`src/rtl/core/rpn_calc_pkg.sv`:
```
// ----------------------------------------------------------------------------
// rpn_calc_pkg
// Shared types and constants of the postfix calculator core: character codes,
// status codes, controller states and the control and status bundles.
// ----------------------------------------------------------------------------
package rpn_calc_pkg;

    // Default number of stack entries
    localparam int DEF_STACK_DEPTH = 16;

    // Character codes of the expression alphabet
    localparam logic [7:0] CHAR_ZERO  = 8'h30;
    localparam logic [7:0] CHAR_NINE  = 8'h39;
    localparam logic [7:0] CHAR_PLUS  = 8'h2B;
    localparam logic [7:0] CHAR_MINUS = 8'h2D;
    localparam logic [7:0] CHAR_STAR  = 8'h2A;
    localparam logic [7:0] CHAR_SLASH = 8'h2F;

    // Result status codes
    typedef enum logic [2:0] {
        STAT_OK        = 3'd0,
        STAT_UNDERFLOW = 3'd1,
        STAT_DIV_ZERO  = 3'd2,
        STAT_FULL      = 3'd3,
        STAT_IGNORED   = 3'd4
    } status_t;

    // Controller states
    typedef enum logic [2:0] {
        ST_IDLE,
        ST_DECODE,
        ST_READ,
        ST_DIV,
        ST_FINISH
    } state_t;

    // Commands from the controller to the datapath
    typedef struct packed {
        logic    load;       // latch the incoming item, clear stack on new expression
        logic    push;       // push the digit value
        logic    alu_write;  // replace the two top entries by the ALU result
        logic    div_start;  // launch the divider
        logic    div_write;  // replace the two top entries by the quotient
        logic    out_load;   // capture the result item
        status_t status;     // status of the result item
    } ctrl_cmd_t;

    // Status from the datapath to the controller
    typedef struct packed {
        logic is_digit;
        logic is_op;
        logic is_div;
        logic full;
        logic under;
        logic top_zero;
        logic div_done;
    } dp_stat_t;

endpackage

```
`src/rtl/core/rpn_calc_ram.sv`:
```
// ----------------------------------------------------------------------------
// rpn_calc_ram
// Generic single-write, single-read RAM with a registered read port.
// ----------------------------------------------------------------------------
module rpn_calc_ram #(
    parameter int WIDTH = 8,
    parameter int DEPTH = 16
) (
    input  logic                     clk,
    input  logic                     wr_en,
    input  logic [$clog2(DEPTH)-1:0] wr_addr,
    input  logic [WIDTH-1:0]         wr_data,
    input  logic [$clog2(DEPTH)-1:0] rd_addr,
    output logic [WIDTH-1:0]         rd_data
);

    logic [WIDTH-1:0] mem [DEPTH];

    // Write port
    always_ff @(posedge clk)
    begin
        if (wr_en)
        begin
            mem[wr_addr] <= wr_data;
        end
    end

    // Registered read port
    always_ff @(posedge clk)
    begin
        rd_data <= mem[rd_addr];
    end

endmodule

```
`src/rtl/core/rpn_calc_div.sv`:
```
// ----------------------------------------------------------------------------
// rpn_calc_div
// Iterative signed 8-bit divider, one restoring step per cycle, quotient
// truncated toward zero and wrapped to 8 bits.
// ----------------------------------------------------------------------------
module rpn_calc_div (
    input  logic       clk,
    input  logic       rst_n,
    input  logic       start,
    input  logic [7:0] dividend,
    input  logic [7:0] divisor,
    output logic       done,
    output logic [7:0] quotient
);

    logic       busy_reg, busy_next;
    logic       done_reg, done_next;
    logic [2:0] cnt_reg, cnt_next;
    logic [7:0] rem_reg, rem_next;
    logic [7:0] quo_reg, quo_next;
    logic [7:0] den_reg, den_next;
    logic       neg_reg, neg_next;
    logic [8:0] rem_shift;
    logic [7:0] mag_a;
    logic [7:0] mag_b;

    // Take magnitudes; -128 maps to 128 as unsigned
    assign mag_a = dividend[7] ? (~dividend + 8'd1) : dividend;
    assign mag_b = divisor[7]  ? (~divisor + 8'd1)  : divisor;

    // Shift in the next dividend bit
    assign rem_shift = {rem_reg, quo_reg[7]};

    // Step the restoring division
    always_comb
    begin
        busy_next = busy_reg;
        done_next = 1'b0;
        cnt_next  = cnt_reg;
        rem_next  = rem_reg;
        quo_next  = quo_reg;
        den_next  = den_reg;
        neg_next  = neg_reg;
        if (start)
        begin
            busy_next = 1'b1;
            cnt_next  = 3'd0;
            rem_next  = 8'd0;
            quo_next  = mag_a;
            den_next  = mag_b;
            neg_next  = dividend[7] ^ divisor[7];
        end
        else if (busy_reg)
        begin
            if (rem_shift >= {1'b0, den_reg})
            begin
                rem_next = 8'(rem_shift - {1'b0, den_reg});
                quo_next = {quo_reg[6:0], 1'b1};
            end
            else
            begin
                rem_next = rem_shift[7:0];
                quo_next = {quo_reg[6:0], 1'b0};
            end
            cnt_next = cnt_reg + 3'd1;
            if (cnt_reg == 3'd7)
            begin
                busy_next = 1'b0;
                done_next = 1'b1;
            end
        end
    end

    // Hold control state
    always_ff @(posedge clk or negedge rst_n)
    begin
        if (!rst_n)
        begin
            busy_reg <= 1'b0;
            done_reg <= 1'b0;
            cnt_reg  <= 3'd0;
        end
        else
        begin
            busy_reg <= busy_next;
            done_reg <= done_next;
            cnt_reg  <= cnt_next;
        end
    end

    // Hold operands and partial results
    always_ff @(posedge clk)
    begin
        rem_reg <= rem_next;
        quo_reg <= quo_next;
        den_reg <= den_next;
        neg_reg <= neg_next;
    end

    // Apply the sign
    assign done     = done_reg;
    assign quotient = neg_reg ? (~quo_reg + 8'd1) : quo_reg;

endmodule

```
`src/rtl/core/rpn_calc_dp.sv`:
```
// ----------------------------------------------------------------------------
// rpn_calc_dp
// Datapath of the postfix calculator: item latch, stack RAM with a cached top
// entry, ALU, divider and the result register.
// ----------------------------------------------------------------------------
module rpn_calc_dp #(
    parameter int STACK_DEPTH = rpn_calc_pkg::DEF_STACK_DEPTH
) (
    input  logic                     clk,
    input  logic                     rst_n,
    input  logic [7:0]               char_code,
    input  logic                     new_expression,
    input  rpn_calc_pkg::ctrl_cmd_t  cmd,
    output rpn_calc_pkg::dp_stat_t   stat,
    output logic signed [7:0]        top_value,
    output logic [4:0]               depth,
    output logic [2:0]               status
);

    localparam int AW = $clog2(STACK_DEPTH);
    localparam int CW = $clog2(STACK_DEPTH + 1);

    logic [7:0]              char_reg;
    logic [CW-1:0]           count_reg, count_next;
    logic [7:0]              top_reg, top_next;
    logic [7:0]              out_top_reg;
    logic [4:0]              out_depth_reg;
    rpn_calc_pkg::status_t   out_status_reg;

    logic [CW-1:0]           second_idx;
    logic [7:0]              second_val;
    logic [7:0]              digit_val;
    logic signed [15:0]      product;
    logic [7:0]              alu_result;
    logic [7:0]              quotient;
    logic                    div_done;
    logic                    wr_en;
    logic [AW-1:0]           wr_addr;
    logic [7:0]              wr_data;
    logic [CW+4:0]           depth_ext;

    assign second_idx = count_reg - CW'(2);
    assign digit_val  = char_reg - rpn_calc_pkg::CHAR_ZERO;

    // Stack storage of every entry, the top included; the top is also cached
    rpn_calc_ram #(
        .WIDTH (8),
        .DEPTH (STACK_DEPTH)
    ) u_stack (
        .clk     (clk),
        .wr_en   (wr_en),
        .wr_addr (wr_addr),
        .wr_data (wr_data),
        .rd_addr (second_idx[AW-1:0]),
        .rd_data (second_val)
    );

    // Divide second by top
    rpn_calc_div u_div (
        .clk      (clk),
        .rst_n    (rst_n),
        .start    (cmd.div_start),
        .dividend (second_val),
        .divisor  (top_reg),
        .done     (div_done),
        .quotient (quotient)
    );

    // Compute add, subtract and multiply, wrapped to 8 bits
    assign product = $signed(second_val) * $signed(top_reg);

    always_comb
    begin
        case (char_reg)
            rpn_calc_pkg::CHAR_PLUS:  alu_result = second_val + top_reg;
            rpn_calc_pkg::CHAR_MINUS: alu_result = second_val - top_reg;
            rpn_calc_pkg::CHAR_STAR:  alu_result = product[7:0];
            default:                  alu_result = second_val + top_reg;
        endcase
    end

    // Select the stack write
    always_comb
    begin
        wr_en   = cmd.push | cmd.alu_write | cmd.div_write;
        wr_addr = second_idx[AW-1:0];
        wr_data = cmd.div_write ? quotient : alu_result;
        if (cmd.push)
        begin
            wr_addr = count_reg[AW-1:0];
            wr_data = digit_val;
        end
    end

    // Advance depth and the cached top
    always_comb
    begin
        count_next = count_reg;
        top_next   = top_reg;
        if (cmd.load && new_expression)
        begin
            count_next = '0;
        end
        if (cmd.push)
        begin
            count_next = count_reg + CW'(1);
            top_next   = digit_val;
        end
        if (cmd.alu_write)
        begin
            count_next = count_reg - CW'(1);
            top_next   = alu_result;
        end
        if (cmd.div_write)
        begin
            count_next = count_reg - CW'(1);
            top_next   = quotient;
        end
    end

    always_ff @(posedge clk or negedge rst_n)
    begin
        if (!rst_n)
        begin
            count_reg <= '0;
        end
        else
        begin
            count_reg <= count_next;
        end
    end

    // Hold the item, the cached top and the result
    assign depth_ext = (CW + 5)'(count_reg);

    always_ff @(posedge clk)
    begin
        top_reg <= top_next;
        if (cmd.load)
        begin
            char_reg <= char_code;
        end
        if (cmd.out_load)
        begin
            out_top_reg    <= (count_reg != '0) ? top_reg : 8'd0;
            out_depth_reg  <= depth_ext[4:0];
            out_status_reg <= cmd.status;
        end
    end

    // Classify the item and the stack
    always_comb
    begin
        stat.is_digit = char_reg inside {[rpn_calc_pkg::CHAR_ZERO:rpn_calc_pkg::CHAR_NINE]};
        stat.is_op    = char_reg inside {rpn_calc_pkg::CHAR_PLUS, rpn_calc_pkg::CHAR_MINUS,
                                         rpn_calc_pkg::CHAR_STAR, rpn_calc_pkg::CHAR_SLASH};
        stat.is_div   = (char_reg == rpn_calc_pkg::CHAR_SLASH);
        stat.full     = (count_reg >= CW'(STACK_DEPTH));
        stat.under    = (count_reg < CW'(2));
        stat.top_zero = (top_reg == 8'd0);
        stat.div_done = div_done;
    end

    assign top_value = out_top_reg;
    assign depth     = out_depth_reg;
    assign status    = out_status_reg;

endmodule

```
`src/rtl/core/rpn_calc_ctrl.sv`:
```
// ----------------------------------------------------------------------------
// rpn_calc_ctrl
// Controller of the postfix calculator: sequences decode, operand read,
// arithmetic and result delivery for one item at a time.
// ----------------------------------------------------------------------------
module rpn_calc_ctrl (
    input  logic                     clk,
    input  logic                     rst_n,
    input  logic                     in_valid,
    output logic                     in_stall,
    output logic                     out_valid,
    input  logic                     out_stall,
    input  rpn_calc_pkg::dp_stat_t   stat,
    output rpn_calc_pkg::ctrl_cmd_t  cmd
);

    rpn_calc_pkg::state_t  state_reg, state_next;
    rpn_calc_pkg::status_t status_reg, status_next;
    logic                  out_valid_reg, out_valid_next;

    // Hold state
    always_ff @(posedge clk or negedge rst_n)
    begin
        if (!rst_n)
        begin
            state_reg     <= rpn_calc_pkg::ST_IDLE;
            status_reg    <= rpn_calc_pkg::STAT_OK;
            out_valid_reg <= 1'b0;
        end
        else
        begin
            state_reg     <= state_next;
            status_reg    <= status_next;
            out_valid_reg <= out_valid_next;
        end
    end

    // Sequence one item and issue commands
    always_comb
    begin
        state_next  = state_reg;
        status_next = status_reg;
        cmd         = '0;
        cmd.status  = status_reg;
        case (state_reg)
            rpn_calc_pkg::ST_IDLE:
            begin
                if (in_valid)
                begin
                    cmd.load   = 1'b1;
                    state_next = rpn_calc_pkg::ST_DECODE;
                end
            end
            rpn_calc_pkg::ST_DECODE:
            begin
                state_next  = rpn_calc_pkg::ST_FINISH;
                status_next = rpn_calc_pkg::STAT_OK;
                if (stat.is_digit)
                begin
                    if (stat.full)
                    begin
                        status_next = rpn_calc_pkg::STAT_FULL;
                    end
                    else
                    begin
                        cmd.push = 1'b1;
                    end
                end
                else if (!stat.is_op)
                begin
                    status_next = rpn_calc_pkg::STAT_IGNORED;
                end
                else if (stat.under)
                begin
                    status_next = rpn_calc_pkg::STAT_UNDERFLOW;
                end
                else if (stat.is_div && stat.top_zero)
                begin
                    status_next = rpn_calc_pkg::STAT_DIV_ZERO;
                end
                else
                begin
                    state_next = rpn_calc_pkg::ST_READ;
                end
            end
            rpn_calc_pkg::ST_READ:
            begin
                if (stat.is_div)
                begin
                    cmd.div_start = 1'b1;
                    state_next    = rpn_calc_pkg::ST_DIV;
                end
                else
                begin
                    cmd.alu_write = 1'b1;
                    state_next    = rpn_calc_pkg::ST_FINISH;
                end
            end
            rpn_calc_pkg::ST_DIV:
            begin
                if (stat.div_done)
                begin
                    cmd.div_write = 1'b1;
                    state_next    = rpn_calc_pkg::ST_FINISH;
                end
            end
            rpn_calc_pkg::ST_FINISH:
            begin
                if (!out_valid_reg || !out_stall)
                begin
                    cmd.out_load = 1'b1;
                    state_next   = rpn_calc_pkg::ST_IDLE;
                end
            end
            default:
            begin
                state_next = rpn_calc_pkg::ST_IDLE;
            end
        endcase
    end

    // Drop the result when taken, raise it when loaded
    assign out_valid_next = cmd.out_load | (out_valid_reg & out_stall);

    assign in_stall  = (state_reg != rpn_calc_pkg::ST_IDLE);
    assign out_valid = out_valid_reg;

endmodule

```
`src/rtl/core/rpn_digit_stack_calculator_core.sv`:
```
// ----------------------------------------------------------------------------
// rpn_digit_stack_calculator_core
// Postfix calculator over a stack of signed 8-bit values, one character per
// item, one result item (top, depth, status) per character.
// ----------------------------------------------------------------------------
// The block takes one item at a time. A digit, an ignored character or an
// erroring operator goes from decode straight to finish; '+', '-' and '*'
// pass through a read state first (the second entry comes from the stack
// RAM's registered read port), and '/' also waits in a divide state for the
// eight-step iterative divider. The result sits in an output register, so the next item
// is accepted while a result still waits to be taken; the block only holds
// off finishing an item while the previous result is still there.
module rpn_digit_stack_calculator_core #(
    parameter int STACK_DEPTH = rpn_calc_pkg::DEF_STACK_DEPTH
) (
    input  logic              clk,
    input  logic              rst_n,
    input  logic              in_valid,
    output logic              in_stall,
    input  logic [7:0]        char_code,
    input  logic              new_expression,
    output logic              out_valid,
    input  logic              out_stall,
    output logic signed [7:0] top_value,
    output logic [4:0]        depth,
    output logic [2:0]        status
);

    rpn_calc_pkg::ctrl_cmd_t cmd;
    rpn_calc_pkg::dp_stat_t  stat;

    // Sequence items
    rpn_calc_ctrl u_ctrl (
        .clk       (clk),
        .rst_n     (rst_n),
        .in_valid  (in_valid),
        .in_stall  (in_stall),
        .out_valid (out_valid),
        .out_stall (out_stall),
        .stat      (stat),
        .cmd       (cmd)
    );

    // Hold the stack and compute
    rpn_calc_dp #(
        .STACK_DEPTH (STACK_DEPTH)
    ) u_dp (
        .clk            (clk),
        .rst_n          (rst_n),
        .char_code      (char_code),
        .new_expression (new_expression),
        .cmd            (cmd),
        .stat           (stat),
        .top_value      (top_value),
        .depth          (depth),
        .status         (status)
    );

    // One item at a time: an accepted item blocks the input next cycle
    a_one_item: assert property (@(posedge clk) disable iff (!rst_n)
        (in_valid && !in_stall) |=> in_stall)
        else $error("input accepted while an item is in progress");

    // An empty stack reports a zero top
    a_empty_top: assert property (@(posedge clk) disable iff (!rst_n)
        (out_valid && depth == 5'd0 && STACK_DEPTH < 32) |-> (top_value == 8'sd0))
        else $error("empty stack reports a nonzero top");

    // The divider only finishes for a division item
    a_div_only: assert property (@(posedge clk) disable iff (!rst_n)
        stat.div_done |-> stat.is_div)
        else $error("divider finished for a non-division item");

    // A division never starts with a zero divisor
    a_div_nonzero: assert property (@(posedge clk) disable iff (!rst_n)
        cmd.div_start |-> !stat.top_zero)
        else $error("division started with a zero divisor");

endmodule

```
`config.mk`:
```
export PLATFORM = sky130hd
export DESIGN_NAME = rpn_digit_stack_calculator_core
export DESIGN_NICKNAME = d
export VERILOG_FILES = /design/src/rtl/core/rpn_calc_pkg.sv /design/src/rtl/core/rpn_calc_ram.sv /design/src/rtl/core/rpn_calc_div.sv /design/src/rtl/core/rpn_calc_dp.sv /design/src/rtl/core/rpn_calc_ctrl.sv /design/src/rtl/core/rpn_digit_stack_calculator_core.sv
export SDC_FILE = /design/constraint.sdc
export NUM_CORES = 1
export LEC_CHECK = 0
export BUFFER_PORTS_ARGS = -buffer_cell sky130_fd_sc_hd__buf_4
export CAP_MARGIN = 20
export CORE_ASPECT_RATIO = 1.1
export CORE_MARGIN = 1
export CORE_UTILIZATION = 57
export CTS_CLUSTER_DIAMETER = 120
export DETAILED_ROUTE_END_ITERATION = 7
export HOLD_SLACK_MARGIN = 0.03
export PLACE_DENSITY = 0.81
export RECOVER_POWER = 50
export SYNTH_ARGS = -nofsm -noshare
export SYNTH_HDL_FRONTEND = slang
export SYNTH_SLANG_ARGS = --single-unit
```
`constraint.sdc`:
```
create_clock -name clk -period 4.5 [get_ports clk]
set_input_delay 0.45 -clock clk [delete_from_list [all_inputs] [get_ports clk]]
set_output_delay 0.45 -clock clk [all_outputs]
set_load 0.03 [all_outputs]
```
==> results.md <==
- Status: finished with violations
- Failing checks: max-capacitance violations, max-slew violations
- Most frequent cells in the layout: edfxtp_1 (177), nand2_1 (76), nor2_1 (62)
- Post-Layout Inst Area: 0.0119 mm²
- Total gr overflow: 0
- Post-synthesis cell area: 0.0107 mm²
- P_leak: 0.00441 µW
- VDD IR max: 428 µV
- Synth Area per Inst: 13.1 µm²
- Final Hold Viols: 0
- Startpoint types: register
- Hold_ws: 138 ps
- Syn_nets: 889
- H-tree depth: 1
- Antenna Cells: 0
- Cell Int Power: 4290 µW
- Vias per cell: 6.04
- Post-synth top area share: 0.497
- Commonest non-fill, non-tap cell in the layout: edfxtp_1
- Die H: 146 µm
- Die ar.: 0.0193 mm²
- Pin count of the biggest net entering global routing: 41
- GPL Wtd Cong: 0.909
- Sequential share of the synthesized area: 0.567
- Main combinational cell family by area after synthesis: simple AND/OR/NAND/NOR gates
- Residual DRC: 0
- Crit Path Category: register to register
- Top-Level Pins: 31
- ANT nets after route: 0
- Setup crit end kind: register
- Synthesized flop and latch total: 210
- Worst Skew: 21.5 ps
- First-pass GRT wire length: 37900 µm
- Fin Setup TNS: 0 ps
- First DRT Iteration DRCs: 573
- Yosys top cell by area: edfxtp_1
- Sw power: 1980 µW
- Post-synth ARST share: 0.0810
- Layout cells sized above 1: 0.126
- Post-synthesis mux area share: 0.0922
- Top cells by area, synth: edfxtp_1 (50%), mux4_2 (8.2%), ha_1 (5.6%)
- Initial core utilization: 0.581
- Synth Area in Adders: 0.0824
- CTS root buf: clkbuf_16
- Comb pwr share: 0.302
- Initial antenna violation count: 0
- Xor/xnor share of the synthesized area: 0.0401
- Net Sw Frac: 0.315
- Input/output buffers: 30
- Worst hold path type: primary input to register
- Skew-Pair Late Insertion Delay: 510 ps
- Fillers: 1309
- DIE WIDTH: 133 µm
- Post-DP Area: 0.0113 mm²
- Row count: 52
- Distinct cells, synth: 75
- Largest Register: u_dp.u_stack.mem
- CP Max Fanout: 16
- Total power: 6270 µW
- CTS Sinks: 210
- Clock Path Buffers: 3
- PD cells: 527 mW/mm²
- Max_cap viols: 2
- Vias in the first global route: 6889
- WL/cell: 21.6 µm
- Clock transition at the registers of the reported paths: 60 ps
- Vias post-DR: 6780
- YS warnings: 0
- Max-slew violation count: 72
- Core area: 0.0184 mm²
- Post-synthesis simple-gate area fraction: 0.103
- Syn-to-layout area delta: 11.3%
- Final setup vio count: 0
- Main synth FF type: edfxtp_1
- Tmin final: 4320 ps
- CTS tree: built
- Clock share of power: 0.287
- Nets: 939
- Max frequency: 231 MHz
- Sequential share of power: 0.411
- Slew @ Worst Pin: 2240 ps
- Total track usage: 0.260
- Max FFs per register: 128
- Clock buffer count from CTS: 22
- Worst path required time: 4840 ps
- Slew headroom: -0.495
- HPWL after DPL: 17000 µm
- Gate count after technology mapping: 814
- TritonRoute pass-1 iters: 5
- Crit path DAT: 4660 ps
- Detailed Route WL: 24300 µm
- Post-synthesis compound-gate area fraction: 0.0814
- Crit share post-route: 0.961
- EDFF count, synth: 177
==> layer usage <==
| metal | global-route usage | part of all wire | vias to the layer above |
|---|---|---|---|
| met5 | 0 | 0 | - |
| met4 | 0.111 | 0.041 | 0 |
| met3 | 0.0359 | 0.051 | 71 |
| met2 | 0.472 | 0.52 | 257 |
| met1 | 0.309 | 0.38 | 3359 |
| li1 | - | - | 3093 |
==> cell families after synthesis <==
group                    count (synthesis)
adder cells (fa/ha/maj)                 62
buffers and inverters                   88
XOR/XNOR                                49
AO/OA/AOI/OAI                          136
multiplexers                            48
flip-flops                             210
AND/OR/NAND/NOR                        221
==> cell usage after synthesis (6+ instances only) <==
library cell  number
edfxtp_1         177
nand2_1           76
nor2_1            61
inv_1             54
ha_1              48
o21ai_0           42
mux4_2            39
xnor2_1           33
a21oi_1           28
clkbuf_1          18
dfrtp_1           17
and2_1            16
dfxtp_1           16
xor2_1            16
fa_1              14
buf_2             13
nor2b_1           12
or3_1             11
mux2i_1            7
nand2b_1           7
nor3_1             7
o21a_1             7
a31oi_1            6
==> what timing repair did <==
item                                   CTS  global route
pin swaps                                0             0
gates cloned                             0             0
gates resized for setup                  1             3
setup buffers                            0             1
endpoints found under the hold margin   17             0
hold buffers                             1             0
setup endpoints to repair               16            48
==> power groups by stage <==
stage / Combinational [µW] / Clock [µW] / Sequential (µW)
floorplan: 1280 / 0 / 2600
global placement: 1790 / 0 / 2610
detailed placement: 1850 / 0 / 2620
CTS: 1900 / 1820 / 2580
global route: 2080 / 1900 / 2590
finish: 1900 / 1800 / 2580
==> critical path, stage by stage, from the launching register on <==
cell and delay, ps:
edfxtp_1 370, buf_4 190, nand2_1 90, fa_1 550, inv_1 50, ha_1 290, fa_1 570, inv_1 70
fa_1 540, inv_1 50, ha_1 330, xor2_1 190, o21ai_1 170, nor3_1 70, a211oi_1 360, buf_4 270
==> path summary, 6_finish.rpt <==
| path | from | cells past startpoint | slack (ps) | to |
|---|---|---|---|---|
| setup reg to reg | u_dp.top_reg[4] | 15 | 180 | u_dp.u_stack.mem[15][6] |
| setup / recovery | u_dp.top_reg[4] | 15 | 180 | u_dp.u_stack.mem[15][6] |
| max in group asynchronous | rst_n | 2 | 3290 | u_ctrl.status_reg[2] |
| min in group asynchronous | rst_n | 2 | 630 | u_dp.u_div.done |
| hold / removal | char_code[2] | 1 | 140 | u_dp.char_reg[2] |
| hold reg to reg | u_ctrl.status_reg[0] | 0 | 460 | u_dp.status[0] |
==> layout make-up <==
type,count,area [µm²],area share
clock inverters,10,111,0.00936
repair buffers,60,340,0.0286
clock buffers,29,608,0.0511
multi-input cells,516,4270,0.359
inverters,54,203,0.0170
flip-flops and latches,210,6060,0.510
well taps,243,304,0.0256
==> stage by stage <==
| stage | utilization | cells | worst slack [ps] |
|---|---|---|---|
| 2_1_floorplan | - | 814 | 69.7 |
| 3_3_place_gp | 0.612 | 1080 | 106 |
| 3_5_place_dp | 0.612 | 1080 | -39.1 |
| 4_1_cts | 0.652 | 1120 | 38.6 |
| 5_1_grt | 0.646 | 1122 | -24.4 |
| 6_report | 0.646 | 1122 | 178 |
Power figures use the tool's default switching activity.
